==> config.mk <==
export PLATFORM = sky130hd
export DESIGN_NAME = csc_queue
export DESIGN_NICKNAME = d
export VERILOG_FILES = /design/src/hw/rtl/assert_macros.svh /design/src/hw/rtl/csc_pkg.sv /design/src/hw/rtl/csc_queue.sv
export SDC_FILE = /design/constraint.sdc
export NUM_CORES = 1
export LEC_CHECK = 0
export BUFFER_PORTS_ARGS = -buffer_cell sky130_fd_sc_hd__buf_2
export CORE_UTILIZATION = 44
export DETAILED_ROUTE_END_ITERATION = 6
export GPL_TIMING_DRIVEN = 0
export PLACE_DENSITY = 0.58
export SLEW_MARGIN = 10
export SYNTH_ARGS = -nofsm -noshare
export SYNTH_HDL_FRONTEND = slang
export SYNTH_SLANG_ARGS = --single-unit
==> constraint.sdc <==
create_clock -name clk -period 18.4 [get_ports clk]
set_input_delay 0 -clock clk [delete_from_list [all_inputs] [get_ports clk]]
set_output_delay 0 -clock clk [all_outputs]
set_load 0.02 [all_outputs]
==> src/hw/rtl/assert_macros.svh <==
// Assertion macros shared by the classifier RTL.
// Needs signals named clk and rst_n in the including module.
`ifndef ASSERT_MACROS_SVH
`define ASSERT_MACROS_SVH
// property checked on every edge outside reset
`define CSC_ASSERT(lbl, prop, msg) \
  lbl: assert property (@(posedge clk) disable iff (!rst_n) prop) else $error(msg);
// trigger on one edge, expectation on the next
`define CSC_ASSERT_NEXT(lbl, pre, post, msg) \
  lbl: assert property (@(posedge clk) disable iff (!rst_n) (pre) |=> (post)) else $error(msg);
`endif

==> src/hw/rtl/csc_pkg.sv <==
// Shared types and constants for the cube/sphere classifier.
// No dependencies.
`default_nettype none
package csc_pkg;
  localparam int MID_DEPTH = 8;
  localparam int MID_AW    = 3;
  localparam int OUT_DEPTH = 8;
  localparam int OUT_AW    = 3;

  localparam logic CFG_CELL_EDGE = 1'b0;
  localparam logic CFG_HALF_DIAG = 1'b1;

  typedef enum logic [1:0] {
    VERDICT_BURIED = 2'd0,
    VERDICT_CROSS  = 2'd1,
    VERDICT_CLEAR  = 2'd2
  } verdict_t;

  // front -> back request: early verdict or operands of the face test
  typedef struct packed {
    logic               done;
    verdict_t           verdict;
    logic [35:0]        d2;
    logic [35:0]        compsq;
    logic signed [21:0] dper;
    logic [33:0]        sg2;
    logic [27:0]        hh;
  } mid_entry_t;
endpackage
`default_nettype wire

==> src/hw/rtl/csc_queue.sv <==
// Short register queue between the front and back parts.
// Depends on csc_pkg.
`default_nettype none
module csc_queue (
  input  wire logic                  clk,
  input  wire logic                  rst_n,
  input  wire logic                  push,
  input  wire csc_pkg::mid_entry_t   din,
  input  wire logic                  pop,
  output logic                       empty,
  output csc_pkg::mid_entry_t        dout
);
  csc_pkg::mid_entry_t                mem_r [csc_pkg::MID_DEPTH];
  logic [csc_pkg::MID_AW-1:0]         wp_r, rp_r;
  logic [csc_pkg::MID_AW:0]           cnt_r;

  assign empty = (cnt_r == '0);
  assign dout  = mem_r[rp_r];

  always_ff @(posedge clk) begin
    if (push) begin
      mem_r[wp_r] <= din;
    end
  end

  always_ff @(posedge clk) begin
    if (!rst_n) begin
      wp_r  <= '0;
      rp_r  <= '0;
      cnt_r <= '0;
    end else begin
      if (push) wp_r <= wp_r + 1'b1;
      if (pop)  rp_r <= rp_r + 1'b1;
      cnt_r <= cnt_r + {{csc_pkg::MID_AW{1'b0}}, push} - {{csc_pkg::MID_AW{1'b0}}, pop};
    end
  end
endmodule
`default_nettype wire

-- Yosys cells after proc, flatten, opt, wreduce, memory -nomap -nowiden
Memories as Yosys holds them, arrays and structs flattened. A register that Yosys moved wholly into a read port is not among the register bits.
Index checks and enable logic that the tools add are counted.
- bits in registers: 10
- bits in latches: 0
- RAM bits: 1272
- ROM bits: 0
- output and inout port bits: 160
- memories: 1
- add/sub/neg operators: 4
- multipliers: 0
- divide/modulo/power cells: 0
- $lt $le $gt $ge: 0
- equality and inequality tests: 0
- shift operators: 0
- multiplexer cells: 4
- bitwise operators: 0
- reduce and logical (&&, ||, !) cells: 1
- memories (memory ; depth ; width ; rd ports ; clocked after memory_dff ; write ports ; line ; source):
    mem_r ; 8 ; 159 ; 1 ; 1 ; 1 ; csc_queue.sv:13 ; csc_pkg::mid_entry_t mem_r [csc_pkg::MID_DEPTH];
- operators with widths (cell ; count):
    adder 3 x 1 -> 3 bit (second input constant) ; 2
    two-way mux 3 bit ; 2
    adder 4 x 1 -> 4 bit ; 1
    logical NOT 4 bit ; 1
    subtractor 4 x 1 -> 4 bit ; 1
    two-way mux 1 bit ; 2

-- Logic depth before layout (Yosys ltp)
Gate-level depths: netlist (run 1).
- word-level depth: 3
- gate-level depth with buffers: 8
- gate-level depth less buffers: 8

-- Worst setup path before layout (run 1)
Ideal clock, no wire load.
- path type: reg2reg
- from: register wp_r[2] (netlist name)
- to: memory mem_r[0][0] (netlist name), enable pin
- library setup time: 873 ps
- arrival time: 11212 ps
- required time: 17527 ps
- slack: 6315 ps
- stages on the path, launching flop included: 3
- period minus slack after synthesis: 12085 ps
- path through: dfxtp_1 > nand2b_1 > nor3_1
- RTL lines (element ; line ; source):
    start, declared ; csc_queue.sv:14 ; logic [csc_pkg::MID_AW-1:0] wp_r, rp_r;
    start signal, assigned ; csc_queue.sv:32 ; if (push) wp_r <= wp_r + 1'b1;
    end, declared ; csc_queue.sv:13 ;
Straight into the memory's write port.

==> results of run 1 <==
-- cell usage in the layout, fill, tap and decap left out, types with 2 or more instances in the layout --
| cell type | count |
|---|---|
| sky130_fd_sc_hd__clkbuf_1 | 73 |
| sky130_fd_sc_hd__buf_6 | 27 |
| sky130_fd_sc_hd__dlygate4sd3_1 | 163 |
| sky130_fd_sc_hd__buf_12 | 40 |
| sky130_fd_sc_hd__clkinv_2 | 20 |
| sky130_fd_sc_hd__nand2b_1 | 4 |
| sky130_fd_sc_hd__nand2_1 | 5 |
| sky130_fd_sc_hd__buf_2 | 357 |
| sky130_fd_sc_hd__nor2b_1 | 3 |
| sky130_fd_sc_hd__clkbuf_16 | 142 |
| sky130_fd_sc_hd__clkinv_8 | 3 |
| sky130_fd_sc_hd__nor2_4 | 6 |
| sky130_fd_sc_hd__clkinvlp_4 | 2 |
| sky130_fd_sc_hd__mux4_2 | 318 |
| sky130_fd_sc_hd__dfxtp_1 | 13 |
| sky130_fd_sc_hd__clkinv_4 | 2 |
| sky130_fd_sc_hd__buf_1 | 10 |
| sky130_fd_sc_hd__nor3_2 | 2 |
| sky130_fd_sc_hd__edfxtp_1 | 1272 |
| sky130_fd_sc_hd__mux2_2 | 159 |
| sky130_fd_sc_hd__xnor2_1 | 3 |
| sky130_fd_sc_hd__clkinv_1 | 24 |
| sky130_fd_sc_hd__and2_1 | 7 |
| sky130_fd_sc_hd__inv_1 | 7 |
| sky130_fd_sc_hd__clkbuf_2 | 2 |
| sky130_fd_sc_hd__mux2i_1 | 3 |
| sky130_fd_sc_hd__inv_6 | 6 |
| sky130_fd_sc_hd__clkbuf_8 | 2 |
| sky130_fd_sc_hd__bufinv_16 | 9 |
| sky130_fd_sc_hd__buf_4 | 26 |
| sky130_fd_sc_hd__ha_1 | 7 |
| sky130_fd_sc_hd__buf_16 | 12 |
| sky130_fd_sc_hd__diode_2 | 4 |
| sky130_fd_sc_hd__xor2_1 | 2 |
-- area by class of cell --
cell class | instances | area [sq um] | area share, %
flip-flops and latches | 1285 | 38500 | 65.0
multi-input cells | 523 | 9350 | 15.8
repair buffers | 586 | 4830 | 8.16
clock buffers | 178 | 3710 | 6.27
well taps | 1414 | 1770 | 2.99
clock inverters | 66 | 594 | 1.00
plain buffers | 90 | 414 | 0.700
inverters | 7 | 26.3 | 0.0444
diodes | 4 | 10.0 | 0.0169
-- state kept, by name (all words and copies together) (netlist names), named ones only --
signal  cells
wp_r        3
mem_r    1272
cnt_r       4
rp_r        3
-- logic make-up (layout without fill, tap and decap cells) --
logic type	Yosys count	after routing	synth area share (%)
AO/OA/AOI/OAI	2	2	0.0260
XOR/XNOR	5	5	0.0909
adder cells (fa/ha/maj)	8	8	0.223
buffers and inverters	97	927	0.909
flip-flops	1285	1285	79.8
multiplexers	480	480	18.6
other	0	4	0
AND/OR/NAND/NOR	28	28	0.301
-- routing by layer --
metal | GRT usage [%] | wire, um | vias to the layer above
met5 | 0 | 114 | -
li1 | - | - | 9679
met2 | 33.4 | 55400 | 589
met4 | 6.07 | 2300 | 18
met3 | 4.71 | 6670 | 162
met1 | 26.2 | 45000 | 12084
-- how the worst max path moves through the flow --
stage                         start             to  slack [ps]  cells after the start
after CTS                 flip-flop      dout[132]       14590                      6
after floorplan             wp_r[2]    mem_r[0][0]        6320                      2
final                     flip-flop      dout[132]       14750                      6
after global routing      flip-flop      dout[132]       14580                      6
after global placement      wp_r[1]  mem_r[4][129]       -6850                      1
after detailed placement  flip-flop       dout[45]       15380                      6
-- stage by stage --
stage | hold slack [ps] | setup slack [ps] | cell area, sq um | TNS [ps]
floorplan | 98.9 | 6320 | 48200 | 0
global placement | 254 | -6850 | 51600 | -2140410
detailed placement | 267 | 15380 | 53200 | 0
CTS | 18.8 | 14590 | 59100 | 0
global route | 52.8 | 14580 | 59200 | 0
finish | 67.8 | 14750 | 59200 | 0
-- power breakdown --
| part | switching [mW] | internal [mW] | total [mW] | leakage (nW) |
|---|---|---|---|---|
| sequential | 0.0164 | 3.30 | 3.31 | 11.7 |
| clock | 1.09 | 1.55 | 2.63 | 2.10 |
| combinational | 0.348 | 0.277 | 0.625 | 5.38 |
-- repair_timing --
item / CTS / global route
setup endpoints to repair: 0 / 0
buffers inserted: 0 / 0
hold buffers: 163 / 0
endpoints found under the hold margin: 1285 / 0
==> summary by stage, run 1 <==
Finish
The number of nets in the finished design is 2,800. Leaving out filler cells and counting taps, the final layout contains 4,153. The area growth from synthesis to layout is 22.8%. After filler insertion, the fill cell instance count of the layout stands at 8,245. Of the cells placed in the final design, the portion with a size suffix greater than 1 is 41.5%. Once layout is complete, the utilization of the core stands at 54.4%.

Worst setup path
By startpoint and endpoint, the worst setup path is classified as flip-flop to output port. The nature of the critical path endpoint is an output port. For the worst setup path, the data required time is 18,400 ps. The startpoint class of the critical path is a flip-flop.

The critical path data arrival time is 3650 ps. The beginning of the worst register-to-register path is wp_r[2]. In this design, the stage delay of the slowest critical-path cell is 680 ps. Traced cell by cell, the critical path runs through buf_2, buf_2, buf_1, mux4_2, mux2_2, buf_2. The setup check on the worst reg-to-reg path leaves a slack of 15,480 ps. The top fanout value on the critical path is 10.

In this run the critical register-to-register path is captured at mem_r[0][136]. The number of cells traversed by the worst register-to-register path is 9. The kind of cell with the highest combined delay along the critical path is buffers and inverters. On the critical path, the stage with the largest delay is an instance of sky130_fd_sc_hd__buf_1. Together, buffers and inverters on the worst path number 4. In this design, the critical path's most frequently occurring cell is sky130_fd_sc_hd__buf_2.

Routing
For this run, design rule violations remaining after detail routing come to 0. In the routed layout, each cell is associated on average with a via count of 5.43. After detailed routing, the average wire length per cell comes to 26.4 um. The sum of routed wire length over all layers is 109 mm. The count of nets left with antenna violations once routing finished came out at 0. After the first detailed-routing iteration, the DRC count stood at 1,480. The total number of vias is 22.5k. The first-pass iteration count of the detailed router is 7.

Global route
The largest net degree at the start of global routing is 22. Across every metal layer, demand over resource in global routing totals 20.0%. The number of global-route vias before repair is 24.3k.

The global-route wire length before repair is 161 mm. The number of antenna violations at the first check in global routing is 15. The total global routing overflow is 0.

Worst hold path
The number of cells on the worst hold path is 2. In this run the most critical hold path is launched from din[83]. The tightest min-delay check is of the input pin to flip-flop type.

The path with the worst hold slack has its endpoint at mem_r[0][83].

Timing
The worst path in the final design needs a cycle of 3650 ps, including I/O delays and setup. Across the routed clock network, the largest skew measured is 30.8 ps. Setup violations remaining at the end of the flow were counted as 0. The final hold violation count came to 0. For this run, the top clock speed supported by timing is 274 MHz. The part of the cycle the worst path needs is 19.9%. Setup repair after global routing left no endpoint under its margin. The worst pin sits at a relative slew slack of 35.3%. The total count of max-transition violations in the final report is 0. At the pin with the least slew margin, the transition time is 970 ps.

Placed design
Buffers placed on the I/O ports in this run total 322. The placed wire-length estimate is 69.7 mm. Routability-driven placement finished with a final weighted congestion of 0.714. In this run, placement finished with an instance count of 3,742.

Clock tree
The clock root buffer master is sky130_fd_sc_hd__clkbuf_16. The number of sinks driven by the clock tree is 1,285. The post-CTS clock slew at the launch and capture registers of the worst setup and hold paths is 60 ps. The later-pin clock latency in the skew report is 740 ps. In this run the deepest clock path goes through 3 buffers.

TritonCTS created 136 clock buffers. TritonCTS built the clock tree. The post-CTS resize count is 0. The H-tree generated during clock tree synthesis spans 4 levels.

Logic synthesis
Dividing the synthesized area by the synthesized cell count gives 25.3 sq um. Counting instances in the post-synthesis netlist gives the leading cell types as sky130_fd_sc_hd__edfxtp_1 (1,272), sky130_fd_sc_hd__mux4_2 (318), sky130_fd_sc_hd__mux2_2 (159). The cell taking the most area after synthesis is sky130_fd_sc_hd__edfxtp_1. Of all flip-flops after synthesis, the portion carrying an async set or reset was 0%. Among all flip-flop cells after synthesis, the most frequent one is sky130_fd_sc_hd__edfxtp_1. The count of unique library cells instantiated by Yosys is 23.

The Yosys warning count is 0. The post-synthesis sequential area ratio is 79.8%. After synthesis, the cell types taking the most area are sky130_fd_sc_hd__edfxtp_1 (79%), sky130_fd_sc_hd__mux4_2 (15%), sky130_fd_sc_hd__mux2_2 (3.7%). Counting flops with a built-in enable in the synthesized netlist gives 1,272.

After synthesis the netlist holds a flip-flop and latch count of 1,285. The cell with the most instances after synthesis is sky130_fd_sc_hd__edfxtp_1. After synthesis, the largest area contributor takes up 79.3% of total cell area. The cell area after synthesis is 48,200 sq um.

The number of nets handed over by synthesis was 2,076. The gate count after technology mapping is 1,905.

Die
The floorplan step set the die height to 333 um. The number of placed I/O pins is 323. The chip width is 333 um. The count of standard-cell rows is 121. The floorplan die area is 111,000 sq um. The area of the placeable core is 109,000 sq um. The starting density of the core is 44.3%.

Outcome
The run finished with clean final reports.

Power and ir drop
IR analysis of the VDD net gives a maximum drop of 0.0784 mV. Summing internal, switching and leakage power gives 6.57 mW. The leakage power of the design is 19.1 nW. The total power density per cell area is 111 nW/um^2.

Job
The total of max-cap violations is 0.
No activity file was read; power rests on OpenSTA's default activity.
==> run 2: changes to the inputs <==
PLACE_DENSITY = 0.6   (was 0.58)
clock period = 3 ns   (was 18.4 ns; I/O delays follow)
==> run 2 against run 1 <==
Net effect:
- via count decreased by 0.99%
- power grew to 6.0 times the previous value
- register-to-register slack worse by 15000 ps
- non-clock buffer count decreased by 20
- die area did not move
- first-iteration DRC count up 6.0%
- sequential power grew to 6.1 times the previous value
- critical path type unchanged
- critical endpoint is now dout[11]
- largest cell class unchanged
==> summary by stage, run 2 (synthesis results as in run 1) <==
Finish
The top cell types in the final layout, fill and taps aside, are sky130_fd_sc_hd__edfxtp_1 (1,272), sky130_fd_sc_hd__buf_2 (333), sky130_fd_sc_hd__mux4_2 (318), sky130_fd_sc_hd__dlygate4sd3_1 (162), sky130_fd_sc_hd__mux2_2 (159). The number of fill cells is 8,236 (-0.11%). The area occupied by multi-input gates is 9400 sq um (+0.54%). The post-route core utilization is 54.5% (+0.066 points). The most common cell after layout, fill and taps aside is sky130_fd_sc_hd__edfxtp_1. The register area is 38,500 sq um (about the same). The share of cells above drive strength 1 is 42.7% (+1.2 points). The register with the most flip-flops in the final layout is mem_r. The area growth from synthesis to layout is 22.9%. The flip-flop count of the largest register, all copies and words added was 1,272 (unchanged). The number of nets in the finished design is 2,779 (-0.75%). The largest registers in the layout are mem_r (1272), cnt_r (4).

Worst setup path
The kind of critical path is flip-flop to output port. The critical path required time is 3000 ps (-15,400 ps). The top fanout value on the critical path is 10 (unchanged). The beginning of the worst register-to-register path is wp_r[2]. The nature of the critical path endpoint is an output port.

The number of cells traversed by the worst register-to-register path is 8 (-1). The worst setup path is launched from a flip-flop. The endpoint identified for the worst register-to-register timing path is mem_r[4][88]. The flop-to-flop setup slack is 270 ps (-15,210 ps). The critical path data arrival time is 2860 ps (-790 ps).

Global route
The largest net degree at the start of global routing is 22 (unchanged). The global-route wire length before repair is 160 mm (-0.67%). The number of global-route vias before repair is 23.9k (-1.7%). The number of antenna violations at the first check in global routing is 11 (-4). The global-route total usage across every layer came to 20.0% (-0.097 points). The total global routing overflow is 0 (unchanged).

Routing
The initial detailed-routing violation count is 1,569 (+6.0%). The wire length per cell is 26.3 um (-0.31%). The sum of routed wire length over all layers is 109 mm (-0.82%).

The number of nets with antenna violations after detailed routing came to 0 (unchanged). The remaining routing DRC violations came to 0 (unchanged). The first-pass iteration count of the detailed router is 5 (-2). The total number of vias is 22.3k (-0.99%). The number of vias per cell after detailed routing came to 5.40 (-0.48%).

Die
The floorplan die area was 111,000 sq um (unchanged). The count of standard-cell rows is 121 (unchanged). The y dimension of the die is 333 um (unchanged). The chip width is 333 um (unchanged). The number of placed I/O pins is 323 (unchanged). The area of the placeable core is 109,000 sq um (unchanged). The starting density of the core is 44.3% (unchanged).

Timing
The relative slew slack was 41.9% (+6.6 points). The final hold violation count was 0 (unchanged). The part of the cycle the worst path needs is 95.2%. For the finished layout, the period the worst path requires is 2860 ps. The number of failing setup endpoints in the final timing report was 0 (unchanged). The highest clock rate is 350 MHz. The clock skew is 22.3 ps (-8.52 ps).

Setup repair after global routing left no endpoint under its margin. The total count of max-transition violations in the final report was 0 (unchanged). The transition time at the pin with the least slew margin is 869 ps (-102 ps).

Worst hold path
The beginning of the worst hold path is din[115]. For hold timing, the worst endpoint is mem_r[1][115]. The worst hold path belongs to the class input pin to flip-flop. The number of cells on the worst hold path is 2 (unchanged).

Clock tree
The total CTS buffers was 135 (-0.74%). The number of buffers on the longest clock path is 3 (unchanged). The later-pin clock latency in the skew report is 730 ps (about the same). Clock tree synthesis selected as its root buffer the cell sky130_fd_sc_hd__clkbuf_16. The post-CTS setup buffer count is 0 (unchanged). The post-CTS clock slew at the launch and capture registers of the worst setup and hold paths is 60 ps (about the same). The number of sinks driven by the clock tree is 1,285 (unchanged). TritonCTS built the clock tree.

The total number of H-tree levels is 4 (unchanged).

Placed design
The count of input and output buffers is 322 (unchanged). The placer's final routability congestion estimate came to 0.716 (+0.20%). The placed wire-length estimate is 69.7 mm (about the same).

Power and ir drop
The total power density per cell area was 665 nW/um^2 (+500%). The leakage power of the design came to 19.2 nW (+0.24%). The maximum ir drop on the vdd rail was 0.505 mV (+540%). The total design power came to 39.4 mW (+500%).

Job
The total of max-cap violations is 0 (unchanged).

Outcome
The run finished with clean final reports.
[run 2: cell types whose count changed in the layout (fill, tap and decap cells not counted), moves of 5 or more]
| cell | previous run | this run |
|---|---|---|
| sky130_fd_sc_hd__clkbuf_1 | 73 | 37 |
| sky130_fd_sc_hd__clkbuf_2 | 2 | 31 |
| sky130_fd_sc_hd__buf_8 | 0 | 25 |
| sky130_fd_sc_hd__buf_2 | 357 | 333 |
| sky130_fd_sc_hd__buf_6 | 27 | 6 |
| sky130_fd_sc_hd__buf_16 | 12 | 23 |
| sky130_fd_sc_hd__clkinv_1 | 24 | 35 |
| sky130_fd_sc_hd__buf_1 | 10 | 0 |
| sky130_fd_sc_hd__bufinv_16 | 9 | 2 |
| sky130_fd_sc_hd__buf_4 | 26 | 31 |
[run 2: worst max-delay path: stages, from the launching register on]
cell and delay [ps]:
sky130_fd_sc_hd__dfxtp_1 360, sky130_fd_sc_hd__buf_4 270, sky130_fd_sc_hd__clkbuf_1 620, sky130_fd_sc_hd__mux4_2 400, sky130_fd_sc_hd__mux2_2 310, sky130_fd_sc_hd__buf_2 170
[run 2: layout make-up]
| type | count | share of cell area [%] |
|---|---|---|
| Sequential cell | 1285 | 64.9 |
| Antenna cell | 2 | 0.00845 |
| Buffer | 89 | 0.976 |
| Inverter | 7 | 0.0444 |
| Timing Repair Buffer | 567 | 8.34 |
| Clock buffer | 171 | 6.07 |
| Clock inverter | 74 | 0.756 |
| Tap cell | 1414 | 2.99 |
| Multi-Input combinational cell | 523 | 15.9 |
[run 2: what timing repair did]
| item | CTS | global route |
|---|---|---|
| resized for setup | 84 | 8 |
| setup endpoints to repair | 159 | 62 |
| cloned | 0 | 0 |
| endpoints found under the hold margin | 1343 | 0 |
| hold buffers | 162 | 0 |
[run 2: how the worst max path moves through the flow]
| stage | to | slack [ps] | cells after the start |
|---|---|---|---|
| 4_1_cts | dout[157] | -4 | 7 |
| 3_3_place_gp | mem_r[0][81] | -6120 | 2 |
| 5_1_grt | dout[127] | 5 | 6 |
| 2_1_floorplan | mem_r[0][0] | -1770 | 2 |
| 3_5_place_dp | dout[99] | -9 | 6 |
| 6_report | dout[11] | 140 | 5 |
[run 2: layer usage]
metal | track usage, % | wire [um] | vias up
met1 | 25.5 | 44000 | 11921
met4 | 5.75 | 2310 | 16
met5 | 0 | 102 | -
met3 | 5.11 | 6590 | 150
li1 | - | - | 9651
met2 | 33.7 | 55600 | 572
[run 2: per-stage QoR]
stage	TNS, ps	setup slack [ps]	hold slack [ps]	instance area (sq um)	cells
after floorplan	-839080	-1770	98.9	48300	1905
after global placement	-4781470	-6120	254	51700	3641
after detailed placement	-15.8	-8.52	267	53400	3724
after CTS	-3.73	-3.73	8.99	59200	4131
after global routing	0	5.47	32.6	59200	4131
final	0	144	68.6	59200	4132
[run 2: where the power goes]
group	switching, mW	internal [mW]
clock	6.57	8.66
sequential	0.107	20.2
combinational	2.11	1.73
total	8.79	30.6
